File: src/rtl/pidc_pkg.sv
package pidc_pkg;

    localparam int ErrW     = 32;
    localparam int DtW      = 24;
    localparam int GainW    = 32;
    localparam int LimW     = 31;
    localparam int IntW     = 48;
    localparam int TermW    = IntW + 1;
    localparam int SumW     = TermW + 2;
    localparam int ProdW    = GainW + DtW;
    localparam int AccW     = ProdW + DtW;
    localparam int FracW    = 16;
    localparam int DivW     = ErrW + 1 + FracW;
    localparam int DivSteps = DivW;
    localparam int DivCntW  = $clog2(DivSteps + 1);
    localparam int DerW     = IntW - 1;

    // operand pair fed to the shared multiplier
    typedef enum logic [1:0] {
        OP_P,
        OP_INC,
        OP_I,
        OP_D
    } op_t;

    typedef enum logic [1:0] {
        REG_P_GAIN,
        REG_I_GAIN,
        REG_D_GAIN,
        REG_MAX_OUT
    } reg_idx_t;

    typedef struct packed {
        logic load;
        logic clear_state;
        logic div_start;
        op_t  op;
        logic mul_lo;
        logic mul_hi;
        logic mul_acc;
        logic add_sum;
        logic add_int;
        logic store_err;
        logic out_load;
    } cmd_t;

    typedef struct packed {
        logic kind;
        logic use_i;
        logic use_d;
        logic dt_zero;
        logic div_busy;
        logic out_free;
    } sts_t;

endpackage

File: src/rtl/pidc_div.sv
module pidc_div
    import pidc_pkg::*;
(
    input  logic              clk,
    input  logic              rst_n,
    input  logic              start,
    input  logic [DivW-1:0]   dividend,
    input  logic [DtW-1:0]    divisor,
    output logic              busy,
    output logic [DivW-1:0]   quotient
);

    logic               busy_reg, busy_next;
    logic [DivCntW-1:0] cnt_reg, cnt_next;
    logic [DivW-1:0]    num_reg, num_next;
    logic [DtW-1:0]     rem_reg, rem_next;
    logic [DtW:0]       rem_shift;
    logic               fits;

    // restoring division, one quotient bit per cycle; quotient bits shift in
    // behind the dividend bits
    always_comb
    begin
        rem_shift = {rem_reg, num_reg[DivW-1]};
        fits      = rem_shift >= {1'b0, divisor};
        busy_next = busy_reg;
        cnt_next  = cnt_reg;
        num_next  = num_reg;
        rem_next  = rem_reg;
        if (start)
        begin
            busy_next = 1'b1;
            cnt_next  = DivCntW'(DivSteps);
            num_next  = dividend;
            rem_next  = '0;
        end
        else if (busy_reg)
        begin
            num_next = {num_reg[DivW-2:0], fits};
            rem_next = fits ? DtW'(rem_shift - {1'b0, divisor}) : rem_shift[DtW-1:0];
            cnt_next = cnt_reg - 1'b1;
            if (cnt_reg == DivCntW'(1))
            begin
                busy_next = 1'b0;
            end
        end
    end

    always_ff @(posedge clk or negedge rst_n)
    begin
        if (!rst_n)
        begin
            busy_reg <= 1'b0;
            cnt_reg  <= '0;
        end
        else
        begin
            busy_reg <= busy_next;
            cnt_reg  <= cnt_next;
        end
    end

    always_ff @(posedge clk)
    begin
        num_reg <= num_next;
        rem_reg <= rem_next;
    end

    assign busy     = busy_reg;
    assign quotient = num_reg;

endmodule

File: src/rtl/pidc_dp.sv
module pidc_dp
    import pidc_pkg::*;
(
    input  logic               clk,
    input  logic               rst_n,
    input  cmd_t               cmd,
    output sts_t               sts,
    input  logic               in_kind,
    input  logic [ErrW-1:0]    in_err,
    input  logic [DtW-1:0]     in_dt,
    input  logic [GainW-1:0]   p_gain,
    input  logic [GainW-1:0]   i_gain,
    input  logic [GainW-1:0]   d_gain,
    input  logic [LimW-1:0]    max_out,
    input  logic               out_ready,
    output logic               out_valid,
    output logic [ErrW-1:0]    out_drive,
    output logic               out_clamped,
    output logic               out_zero_step
);

    logic                   kind_reg;
    logic [ErrW-1:0]        err_reg;
    logic [DtW-1:0]         dt_reg;
    logic signed [IntW-1:0] integ_reg, integ_next;
    logic [ErrW-1:0]        last_err_reg;
    logic signed [SumW-1:0] sum_reg, sum_next;
    logic [ProdW-1:0]       prod_reg, prod_next;
    logic [AccW-1:0]        acc_reg;
    logic                   out_valid_reg;
    logic [ErrW-1:0]        drive_reg, drive_next;
    logic                   clamped_reg, clamped_next;
    logic                   zstep_reg;

    logic                   p_pos, i_pos, d_pos, full_mode, use_i, use_d;
    logic signed [ErrW:0]   diff;
    logic [ErrW:0]          diff_mag;
    logic [DivW-1:0]        quotient;
    logic                   div_busy;
    logic [DerW-1:0]        der_mag;
    logic [GainW-1:0]       a_mag;
    logic [IntW-1:0]        b_mag;
    logic [DtW-1:0]         b_part;
    logic                   neg;
    logic [IntW-1:0]        m_sat;
    logic signed [TermW-1:0] term;
    logic signed [IntW+1:0] int_wide;
    logic signed [SumW-1:0] limit, neg_limit;

    function automatic logic [31:0] mag32(input logic [31:0] x);
        return x[31] ? (~x + 32'd1) : x;
    endfunction

    function automatic logic [IntW-1:0] mag48(input logic [IntW-1:0] x);
        return x[IntW-1] ? (~x + IntW'(1)) : x;
    endfunction

    // mode from the gain signs
    assign p_pos     = !p_gain[GainW-1] && (p_gain != '0);
    assign i_pos     = !i_gain[GainW-1] && (i_gain != '0);
    assign d_pos     = !d_gain[GainW-1] && (d_gain != '0);
    assign full_mode = !p_pos || (i_pos && d_pos);
    assign use_i     = full_mode || i_pos;
    assign use_d     = full_mode || d_pos;

    assign diff     = $signed({err_reg[ErrW-1], err_reg})
                    - $signed({last_err_reg[ErrW-1], last_err_reg});
    assign diff_mag = diff[ErrW] ? (~diff + 1'b1) : diff;

    pidc_div u_div (
        .clk      (clk),
        .rst_n    (rst_n),
        .start    (cmd.div_start),
        .dividend ({diff_mag, {FracW{1'b0}}}),
        .divisor  (dt_reg),
        .busy     (div_busy),
        .quotient (quotient)
    );

    assign der_mag = (quotient[DivW-1:DerW] != '0) ? {DerW{1'b1}} : quotient[DerW-1:0];

    always_comb
    begin
        case (cmd.op)
            OP_P:
            begin
                a_mag = mag32(p_gain);
                b_mag = {{(IntW-ErrW){1'b0}}, mag32(err_reg)};
                neg   = p_gain[GainW-1] ^ err_reg[ErrW-1];
            end
            OP_INC:
            begin
                a_mag = mag32(err_reg);
                b_mag = {{(IntW-DtW){1'b0}}, dt_reg};
                neg   = err_reg[ErrW-1];
            end
            OP_I:
            begin
                a_mag = mag32(i_gain);
                b_mag = mag48(integ_reg);
                neg   = i_gain[GainW-1] ^ integ_reg[IntW-1];
            end
            default:
            begin
                a_mag = mag32(d_gain);
                b_mag = {1'b0, der_mag};
                neg   = d_gain[GainW-1] ^ diff[ErrW];
            end
        endcase
    end

    // 32x24 multiplier, low half of b then high half, summed in acc_reg
    assign b_part    = cmd.mul_hi ? b_mag[IntW-1:DtW] : b_mag[DtW-1:0];
    assign prod_next = ProdW'(a_mag) * ProdW'(b_part);

    assign m_sat = (acc_reg[AccW-1:IntW+FracW] != '0) ? {IntW{1'b1}}
                                                      : acc_reg[IntW+FracW-1:FracW];
    assign term  = neg ? -$signed({1'b0, m_sat}) : $signed({1'b0, m_sat});

    always_comb
    begin
        int_wide = $signed({{2{integ_reg[IntW-1]}}, integ_reg})
                 + $signed({term[TermW-1], term});
        if (int_wide[IntW+1:IntW-1] == 3'b000 || int_wide[IntW+1:IntW-1] == 3'b111)
        begin
            integ_next = int_wide[IntW-1:0];
        end
        else if (int_wide[IntW+1])
        begin
            integ_next = {1'b1, {(IntW-1){1'b0}}};
        end
        else
        begin
            integ_next = {1'b0, {(IntW-1){1'b1}}};
        end
    end

    assign sum_next = sum_reg + $signed({{(SumW-TermW){term[TermW-1]}}, term});

    assign limit     = $signed({{(SumW-LimW){1'b0}}, max_out});
    assign neg_limit = -limit;

    always_comb
    begin
        clamped_next = 1'b0;
        drive_next   = sum_reg[ErrW-1:0];
        if (sum_reg > limit)
        begin
            clamped_next = 1'b1;
            drive_next   = {1'b0, max_out};
        end
        else if (sum_reg < neg_limit)
        begin
            clamped_next = 1'b1;
            drive_next   = ~{1'b0, max_out} + 1'b1;
        end
    end

    always_ff @(posedge clk or negedge rst_n)
    begin
        if (!rst_n)
        begin
            integ_reg     <= '0;
            last_err_reg  <= '0;
            out_valid_reg <= 1'b0;
        end
        else
        begin
            if (cmd.clear_state)
            begin
                integ_reg    <= '0;
                last_err_reg <= '0;
            end
            else
            begin
                if (cmd.add_int)
                begin
                    integ_reg <= integ_next;
                end
                if (cmd.store_err)
                begin
                    last_err_reg <= err_reg;
                end
            end
            if (cmd.out_load)
            begin
                out_valid_reg <= 1'b1;
            end
            else if (out_ready)
            begin
                out_valid_reg <= 1'b0;
            end
        end
    end

    always_ff @(posedge clk)
    begin
        if (cmd.load)
        begin
            kind_reg <= in_kind;
            err_reg  <= in_err;
            dt_reg   <= in_dt;
            sum_reg  <= '0;
        end
        else if (cmd.add_sum)
        begin
            sum_reg <= sum_next;
        end
        if (cmd.mul_lo || cmd.mul_hi)
        begin
            prod_reg <= prod_next;
        end
        if (cmd.mul_hi)
        begin
            acc_reg <= {{(AccW-ProdW){1'b0}}, prod_reg};
        end
        else if (cmd.mul_acc)
        begin
            acc_reg <= acc_reg + {prod_reg, {DtW{1'b0}}};
        end
        if (cmd.out_load)
        begin
            drive_reg   <= drive_next;
            clamped_reg <= clamped_next;
            zstep_reg   <= use_d && (dt_reg == '0) && !kind_reg;
        end
    end

    assign sts.kind     = kind_reg;
    assign sts.use_i    = use_i;
    assign sts.use_d    = use_d;
    assign sts.dt_zero  = (dt_reg == '0);
    assign sts.div_busy = div_busy;
    assign sts.out_free = !out_valid_reg || out_ready;

    assign out_valid     = out_valid_reg;
    assign out_drive     = drive_reg;
    assign out_clamped   = clamped_reg;
    assign out_zero_step = zstep_reg;

endmodule

File: src/rtl/pidc_ctrl.sv
module pidc_ctrl
    import pidc_pkg::*;
(
    input  logic clk,
    input  logic rst_n,
    input  logic in_valid,
    output logic in_ready,
    input  sts_t sts,
    output cmd_t cmd
);

    typedef enum logic [2:0] {
        S_IDLE,
        S_START,
        S_MLO,
        S_MHI,
        S_MACC,
        S_TERM,
        S_DWAIT,
        S_DONE
    } state_t;

    state_t state_reg, state_next;
    op_t    op_reg, op_next;
    logic   need_div;

    assign need_div = sts.use_d && !sts.dt_zero;

    always_comb
    begin
        state_next = state_reg;
        op_next    = op_reg;
        cmd        = '0;
        cmd.op     = op_reg;
        unique case (state_reg)
            S_IDLE:
            begin
                if (in_valid)
                begin
                    cmd.load   = 1'b1;
                    state_next = S_START;
                end
            end
            S_START:
            begin
                if (sts.kind)
                begin
                    cmd.clear_state = 1'b1;
                    state_next      = S_DONE;
                end
                else
                begin
                    cmd.div_start = need_div;
                    op_next       = OP_P;
                    state_next    = S_MLO;
                end
            end
            S_MLO:
            begin
                cmd.mul_lo = 1'b1;
                state_next = S_MHI;
            end
            S_MHI:
            begin
                cmd.mul_hi = 1'b1;
                state_next = S_MACC;
            end
            S_MACC:
            begin
                cmd.mul_acc = 1'b1;
                state_next  = S_TERM;
            end
            S_TERM:
            begin
                case (op_reg)
                    OP_P:
                    begin
                        cmd.add_sum = 1'b1;
                        if (sts.use_i)
                        begin
                            op_next    = OP_INC;
                            state_next = S_MLO;
                        end
                        else
                        begin
                            state_next = need_div ? S_DWAIT : S_DONE;
                        end
                    end
                    OP_INC:
                    begin
                        cmd.add_int = 1'b1;
                        op_next     = OP_I;
                        state_next  = S_MLO;
                    end
                    OP_I:
                    begin
                        cmd.add_sum = 1'b1;
                        state_next  = need_div ? S_DWAIT : S_DONE;
                    end
                    default:
                    begin
                        cmd.add_sum = 1'b1;
                        state_next  = S_DONE;
                    end
                endcase
            end
            S_DWAIT:
            begin
                if (!sts.div_busy)
                begin
                    op_next    = OP_D;
                    state_next = S_MLO;
                end
            end
            S_DONE:
            begin
                if (sts.out_free)
                begin
                    cmd.out_load  = 1'b1;
                    cmd.store_err = sts.use_d && !sts.kind;
                    state_next    = S_IDLE;
                end
            end
        endcase
    end

    always_ff @(posedge clk or negedge rst_n)
    begin
        if (!rst_n)
        begin
            state_reg <= S_IDLE;
            op_reg    <= OP_P;
        end
        else
        begin
            state_reg <= state_next;
            op_reg    <= op_next;
        end
    end

    assign in_ready = (state_reg == S_IDLE);

`ifndef SYNTHESIS
    a_der_after_div: assert property (@(posedge clk) disable iff (!rst_n)
        (state_reg == S_MLO && op_reg == OP_D) |-> !sts.div_busy)
        else $error("derivative product started before the quotient was ready");

    a_div_no_restart: assert property (@(posedge clk) disable iff (!rst_n)
        cmd.div_start |-> !sts.div_busy)
        else $error("divider restarted while still running");

    a_int_mode: assert property (@(posedge clk) disable iff (!rst_n)
        cmd.add_int |-> (sts.use_i && !sts.kind))
        else $error("integrator updated in a mode without an integral term");
`endif

endmodule

File: src/rtl/pid_controller_clamped.sv
// clamped pid controller, q16.16 fixed point
// config: apb-style port, registers at byte addresses 0 p_gain, 4 i_gain,
// 8 d_gain, 12 max_out; pready is always high, reads return the register.
// write registers only while no item is in flight.
// input stream: s_tuser selects the item kind (0 update, 1 clear stores),
// s_tdata carries error_in and time_step. one item is worked on at a time.
// output stream: one transfer per input item with drive, clamped, zero_step.
// the 49-step serial divider for the derivative is started ahead of the
// products before it (one in pd, three in pid), which run beside it on
// one shared 32x24 multiplier, each product passing the states mlo, mhi,
// macc and term. with a zero time step the divider is not started and
// the derivative product is skipped. the next item can be taken in the
// cycle after a result is loaded into the output register; a stalled
// receiver holds one result there while the block works on the next
// item, and that item then waits until the result leaves.
// reset clears gains, limit, integrator and previous error, and drops
// m_tvalid.
module pid_controller_clamped
    import pidc_pkg::*;
(
    input  logic        clk,
    input  logic        rst_n,
    input  logic        psel,
    input  logic        penable,
    input  logic        pwrite,
    input  logic [3:0]  paddr,
    input  logic [31:0] pwdata,
    output logic [31:0] prdata,
    output logic        pready,
    input  logic        s_tvalid,
    output logic        s_tready,
    input  logic [55:0] s_tdata,   // error_in[31:0], time_step[55:32]
    input  logic        s_tuser,   // kind
    output logic        m_tvalid,
    input  logic        m_tready,
    output logic [39:0] m_tdata    // drive[31:0], clamped[32], zero_step[33], zero
);

    logic [GainW-1:0] p_gain_reg, i_gain_reg, d_gain_reg;
    logic [LimW-1:0]  max_out_reg;
    logic             wr_en;
    reg_idx_t         reg_idx;
    cmd_t             cmd;
    sts_t             sts;
    logic [ErrW-1:0]  drive;
    logic             clamped, zero_step;

    assign pready  = 1'b1;
    assign wr_en   = psel && penable && pwrite && pready;
    assign reg_idx = reg_idx_t'(paddr[3:2]);

    always_ff @(posedge clk or negedge rst_n)
    begin
        if (!rst_n)
        begin
            p_gain_reg  <= '0;
            i_gain_reg  <= '0;
            d_gain_reg  <= '0;
            max_out_reg <= '0;
        end
        else if (wr_en)
        begin
            unique case (reg_idx)
                REG_P_GAIN:  p_gain_reg  <= pwdata;
                REG_I_GAIN:  i_gain_reg  <= pwdata;
                REG_D_GAIN:  d_gain_reg  <= pwdata;
                REG_MAX_OUT: max_out_reg <= pwdata[LimW-1:0];
            endcase
        end
    end

    always_comb
    begin
        unique case (reg_idx)
            REG_P_GAIN:  prdata = p_gain_reg;
            REG_I_GAIN:  prdata = i_gain_reg;
            REG_D_GAIN:  prdata = d_gain_reg;
            REG_MAX_OUT: prdata = {1'b0, max_out_reg};
        endcase
    end

    pidc_ctrl u_ctrl (
        .clk      (clk),
        .rst_n    (rst_n),
        .in_valid (s_tvalid),
        .in_ready (s_tready),
        .sts      (sts),
        .cmd      (cmd)
    );

    pidc_dp u_dp (
        .clk           (clk),
        .rst_n         (rst_n),
        .cmd           (cmd),
        .sts           (sts),
        .in_kind       (s_tuser),
        .in_err        (s_tdata[31:0]),
        .in_dt         (s_tdata[55:32]),
        .p_gain        (p_gain_reg),
        .i_gain        (i_gain_reg),
        .d_gain        (d_gain_reg),
        .max_out       (max_out_reg),
        .out_ready     (m_tready),
        .out_valid     (m_tvalid),
        .out_drive     (drive),
        .out_clamped   (clamped),
        .out_zero_step (zero_step)
    );

    assign m_tdata = {6'b0, zero_step, clamped, drive};

endmodule

File: config.mk
export PLATFORM = sky130hd
export DESIGN_NAME = pid_controller_clamped
export DESIGN_NICKNAME = d
export VERILOG_FILES = /design/src/rtl/pidc_pkg.sv /design/src/rtl/pidc_div.sv /design/src/rtl/pidc_dp.sv /design/src/rtl/pidc_ctrl.sv /design/src/rtl/pid_controller_clamped.sv
export SDC_FILE = /design/constraint.sdc
export NUM_CORES = 2
export LEC_CHECK = 0
export BUFFER_PORTS_ARGS = -buffer_cell sky130_fd_sc_hd__buf_2
export CORE_MARGIN = 2
export CORE_UTILIZATION = 30
export DETAILED_ROUTE_END_ITERATION = 12
export SLEW_MARGIN = 20
export SYNTH_ARGS = -nofsm -noshare
export SYNTH_HDL_FRONTEND = slang
export SYNTH_SLANG_ARGS = --single-unit
File: constraint.sdc
create_clock -name clk -period 16.3 [get_ports clk]
set_clock_uncertainty 0.05 [all_clocks]
set_input_delay 0 -clock clk [delete_from_list [all_inputs] [get_ports clk]]
set_output_delay 0 -clock clk [all_outputs]
set_load 0.03 [all_outputs]
Yosys cells after proc, flatten, opt, wreduce, memory -nomap -nowiden
Index checks and enable logic that the tools add are counted.

Output and inout bits: 75. Input port bits: 100. Register bits after elaboration: 571. Logic and storage cells: 181.

$lt $le $gt $ge: 3. Add/sub/neg operators: 15. Multiplexer cells: 62. Bitwise gates (word level): 10. Reduce and logical (&&, ||, !) cells: 45. Multipliers: 1. Equal/unequal tests: 20.

Operators with widths (number): $mux W48 (6); $mux W32 (8); $add A32 B1 Y32 const B (5); $mux W49 (3); $pmux W48 S3 (1); $not A32 Y32 (4); $pmux W32 S4 (1); $mux W56 (2); $pmux W32 S3 (1); $reduce_bool A32 Y1 (3); $add A80 B80 Y80 (1); $mul A32 B24 Y56 (1); $add A51 B49 Y51 (1); $gt A51 B32 Y1 (1); $lt A51 B51 Y1 (1); $neg A31 Y51 (1); $add A48 B49 Y50 (1); $neg A48 Y49 (1); $add A48 B1 Y48 const B (1); $mux W24 (2); $not A48 Y48 (1); $mux W47 (1); $add A33 B1 Y33 const B (1); $mux W33 (1); other kinds (38) (107).

Logic depth before layout (Yosys ltp)
Word-level depth: 10. Mapped depth: 40. Gate-level depth less buffers: 39.

Cells and area by module
A second synthesis with hierarchy kept.

Cells, all modules: 7592. Area, all modules: 68893.6 um^2.

Modules (own cells, without submodules): pidc_dp (seq. area each 9143.8 um^2, times used 1, cells each 6757, area each 57858.0 um^2); pid_controller_clamped (seq. area each 3178.0 um^2, times used 1, cells each 328, area each 5684.2 um^2); pidc_div (seq. area each 2127.0 um^2, times used 1, cells each 449, area each 4855.9 um^2); pidc_ctrl (seq. area each 125.1 um^2, times used 1, cells each 58, area each 495.5 um^2).

Worst setup path after synthesis
OpenSTA, ideal clock, no wires.

Kind: register to register. Start point: reg u_dp.integ_reg[6]. End point: reg u_dp.prod_reg[47] (data pin). Cell stages (with the launch flop): 31. Setup time: 0.262 ns. Setup slack: 6.224 ns. Arrival: 9.764 ns. Path buffers: 1. Clock period less this slack: 10.076 ns. Cells stage by stage: dfrtp_1 > or4_4 > or4_4 > or4b_4 > or4_4 > o41ai_2 > xor2_1 > o21ai_0 > nor2_1 > a21oi_1 > clkbuf_1 > nand2_1 > fa_1 > inv_1 > fa_1 > fa_1 > fa_1 > fa_1 > fa_1 > inv_1 > fa_1 > inv_1 > ha_1 > nand4_1 > or3_1 > or4b_2 > o32a_1 > a2111oi_0 > o21ai_0 > a21oi_1 > xor2_1.

Longest elaborated chain between the ends: 6.

RTL lines: from (decl) (RTL line pidc_dp.sv:25) `logic signed [IntW-1:0] integ_reg, integ_next;`; from (signal assigned) (RTL line pidc_dp.sv:178) `integ_reg <= integ_next;`; $not A48 Y48 (RTL line pidc_dp.sv:55) `return x[IntW-1] ? (~x + IntW'(1)) : x;`; $add A48 B1 Y48 (RTL line pidc_dp.sv:55); $mux W48 (*) (RTL line pidc_dp.sv:55); $pmux W48 S3 (*) (RTL line pidc_dp.sv:84) `case (cmd.op)`; $mux W24 (*) (RTL line pidc_dp.sv:113) `assign b_part = cmd.mul_hi ? b_mag[IntW-1:DtW] : b_mag[DtW-1:0];`; $mul A32 B24 Y56 (*) (RTL line pidc_dp.sv:114) `assign prod_next = ProdW'(a_mag) * ProdW'(b_part);`; via u_dp.prod_next[47] (RTL line pidc_dp.sv:28) `logic [ProdW-1:0] prod_reg, prod_next;`; to (signal assigned) (RTL line pidc_dp.sv:211) `prod_reg <= prod_next;`; to (decl) (RTL line pidc_dp.sv:28).

Mark *: on every way through the listed nets, which the timed path passes. The rest lies on a longest branch. A chain may end at the register's enable or synchronous reset.

Worst setup path after layout
Start point: reg u_dp.err_reg[5]. End point: reg u_dp.prod_reg[55] (data pin).

Longest elaborated chain between the ends: 6. Elaborated cells on any way between the ends: 8. Those cells by class: add/sub: 1; mul: 1; mux: 5; bitwise: 1.

RTL lines: from (decl) (RTL line pidc_dp.sv:23) `logic [ErrW-1:0] err_reg;`; from (signal assigned) (RTL line pidc_dp.sv:201) `err_reg <= in_err;`; $not A32 Y32 (RTL line pidc_dp.sv:51) `return x[31] ? (~x + 32'd1) : x;`; $add A32 B1 Y32 (RTL line pidc_dp.sv:51); $mux W32 (RTL line pidc_dp.sv:51); $pmux W48 S3 (RTL line pidc_dp.sv:84); $mux W24 (RTL line pidc_dp.sv:113); $mul A32 B24 Y56 (*) (RTL line pidc_dp.sv:114); via u_dp.prod_next[55] (RTL line pidc_dp.sv:28).

Marked as above.

==> results.json <==
{
  "status": "finished, final reports clean",
  "antenna_left": 0,
  "num_rows": 173,
  "grt_pass1_vias": 58271,
  "clock_sinks": 555,
  "fmax_mhz": 85.6,
  "io_buffers": 165,
  "period_minus_slack_ns": 11.68,
  "synth_edf_count": 220,
  "setup.worst_path.start_class": "flip-flop",
  "critPathTopFamily": "adder cells",
  "vias": 57715,
  "seq_area_frac_synth": 0.215,
  "synth_seq_cells": 555,
  "synthTopCellsByArea": "fa_1 20%, edfxtp_1 9.9%, ha_1 9.0%",
  "die_x_um": 477,
  "path_max_fanout": 24,
  "layout-drive-gt1-share": 0.0868,
  "postSynthAreaPerCell_um2": 8.72,
  "cts.repair.resized": 0,
  "cts.htree.levels": 3,
  "endpoint_kind": "flip-flop",
  "yosys_most_used_dff": "edfxtp_1",
  "synth_cell_types": 95,
  "slowest_delay_ns": 1.07,
  "synth.most_common_cell": "nand2_1",
  "grt_pass1_wl_um": 356000,
  "synth-async-reset-ratio": 0.396,
  "worstMarginPinSlew_ns": 1.20,
  "cp.required_ns": 16.66,
  "cts.path.max_buffers": 3,
  "die_height_um": 477,
  "critical_path_buf_inv_count": 5,
  "vias_per_cell": 5.33,
  "syn_area_mm2": 0.0670,
  "synth_top_area_frac": 0.198,
  "io-pin-count": 175,
  "grt_usage": 0.201,
  "clk_pin_slew_ns": 0.06,
  "core_area_mm2": 0.222,
  "cts_root_buf": "clkbuf_16",
  "grt_max_degree": 103,
  "start_util": 0.302,
  "overflow": 0,
  "first_pass_iters": 7,
  "cts_tree": "built",
  "die-area_mm2": 0.227,
  "nets": 9038,
  "finalSetupTns_ns": 0,
  "gp_congestion": 0.963,
  "drc": 0,
  "rsz0062_at_grt": "no",
  "dp_hpwl_um": 180000,
  "ys_top_cells_by_count": "1082 x nand2_1, 949 x inv_1, 663 x fa_1, 483 x ha_1, 411 x a21oi_1",
  "worstSkewPairLatency_ns": 0.69,
  "timing.final.crit_share": 0.717,
  "ys_warn_count": 0,
  "path_class": "reg2reg",
  "crit_top_cell": "fa_1",
  "synth_top_area_cell": "fa_1",
  "largest_reg_flops": 64,
  "syn2layout_area_growth_pct": 12.0,
  "drt_iter0_markers": 5041,
  "wl_per_cell_um": 21.4,
  "max_slew_margin": 0.187,
  "setup_viol": 0,
  "antenna_found_initial": 15,
  "finalHoldViolCount": 0,
  "synthCells": 7687,
  "routed_wl_um": 232000,
  "worstPathArrival_ns": 12.04,
  "crit_slowest_cell": "mux4_2",
  "cts_buffers": 70,
  "maxCapViolCount": 0,
  "slew_violations": 0,
  "post_cts_buffers": 0,
  "min_path_type": "in2reg"
}
-- cells in the final DEF (no fill, tap or decap), types with 105 or more instances in the layout --
cell type / count
nand2_1: 1082
inv_1: 946
fa_1: 663
ha_1: 483
a21oi_1: 405
o21ai_0: 382
nor2_1: 369
xnor2_1: 253
and2_1: 220
edfxtp_1: 220
dfrtp_1: 217
xor2_1: 208
a21o_1: 176
buf_2: 164
dlygate4sd3_1: 128
nand3_1: 121
buf_4: 115
dfxtp_1: 115
o31ai_1: 105
-- final timing paths --
kind,startpoint,endpoint,slack [ns],cells past startpoint
max,u_dp.err_reg[5]$_DFFE_PP_,u_dp.prod_reg[55]$_DFFE_PP_,4.62,29
min,s_tdata[36],u_dp.dt_reg[4]$_DFFE_PP_,0.03,2
max reg2reg,u_dp.err_reg[5]$_DFFE_PP_,u_dp.prod_reg[55]$_DFFE_PP_,4.62,29
min reg2reg,u_dp.u_div.rem_reg[23]$_SDFFE_PP0P_,u_dp.u_div.rem_reg[23]$_SDFFE_PP0P_,0.43,2
max in group asynchronous,rst_n,u_dp.integ_reg[35]$_DFFE_PN0P_,13.93,5
min in group asynchronous,rst_n,i_gain_reg[21]$_DFFE_PN0P_,0.40,3
-- through the flow --
step	util	instances	setup WS, ns	area, µm²	hold WS, ns
final	0.338	10827	4.62	75100	0.0311
after global routing	0.338	10825	4.15	75100	0.0449
after CTS	0.338	10822	4.65	75000	0.0207
after detailed placement	0.321	10564	4.70	71400	0.0968
after global placement	0.321	10564	4.84	71400	0.107
after floorplan	-	7692	6.22	67000	-0.346
-- cells by family after synthesis --
family                   synth area share
other                            0.000112
buffers and inverters              0.0756
adder cells (fa/ha/maj)             0.288
AND/OR/NAND/NOR                     0.163
multiplexers                       0.0369
AO/OA/AOI/OAI                       0.161
flip-flops                          0.215
XOR/XNOR                           0.0602
-- layer usage --
| metal | wire length (µm) | GRT usage | vias up |
|---|---|---|---|
| met1 | 102000 | 0.276 | 28775 |
| li1 | - | - | 26354 |
| met2 | 104000 | 0.320 | 2175 |
| met4 | 9400 | 0.0770 | 10 |
| met5 | 68 | 0 | - |
| met3 | 16100 | 0.0270 | 401 |
-- repair_timing --
| action | CTS | global route |
|---|---|---|
| endpoints found under the setup margin | 0 | 0 |
| hold endpoints to repair | 302 | 0 |
| hold buffers | 129 | 0 |
-- final cells by class --
| type | count | area [µm²] |
|---|---|---|
| tap | 2975 | 3720 |
| clock buffer | 90 | 1950 |
| multi-input combinational | 5804 | 48000 |
| sequential | 555 | 14400 |
| clock inverter | 39 | 392 |
| antenna | 3 | 7.51 |
| inverter | 950 | 3570 |
| timing repair buffer | 411 | 3060 |
| fill | 22822 | 147000 |
Power is left out: the tool's default activity adds up to more than one toggle a clock period on the data nets, which glitch-free logic cannot reach.
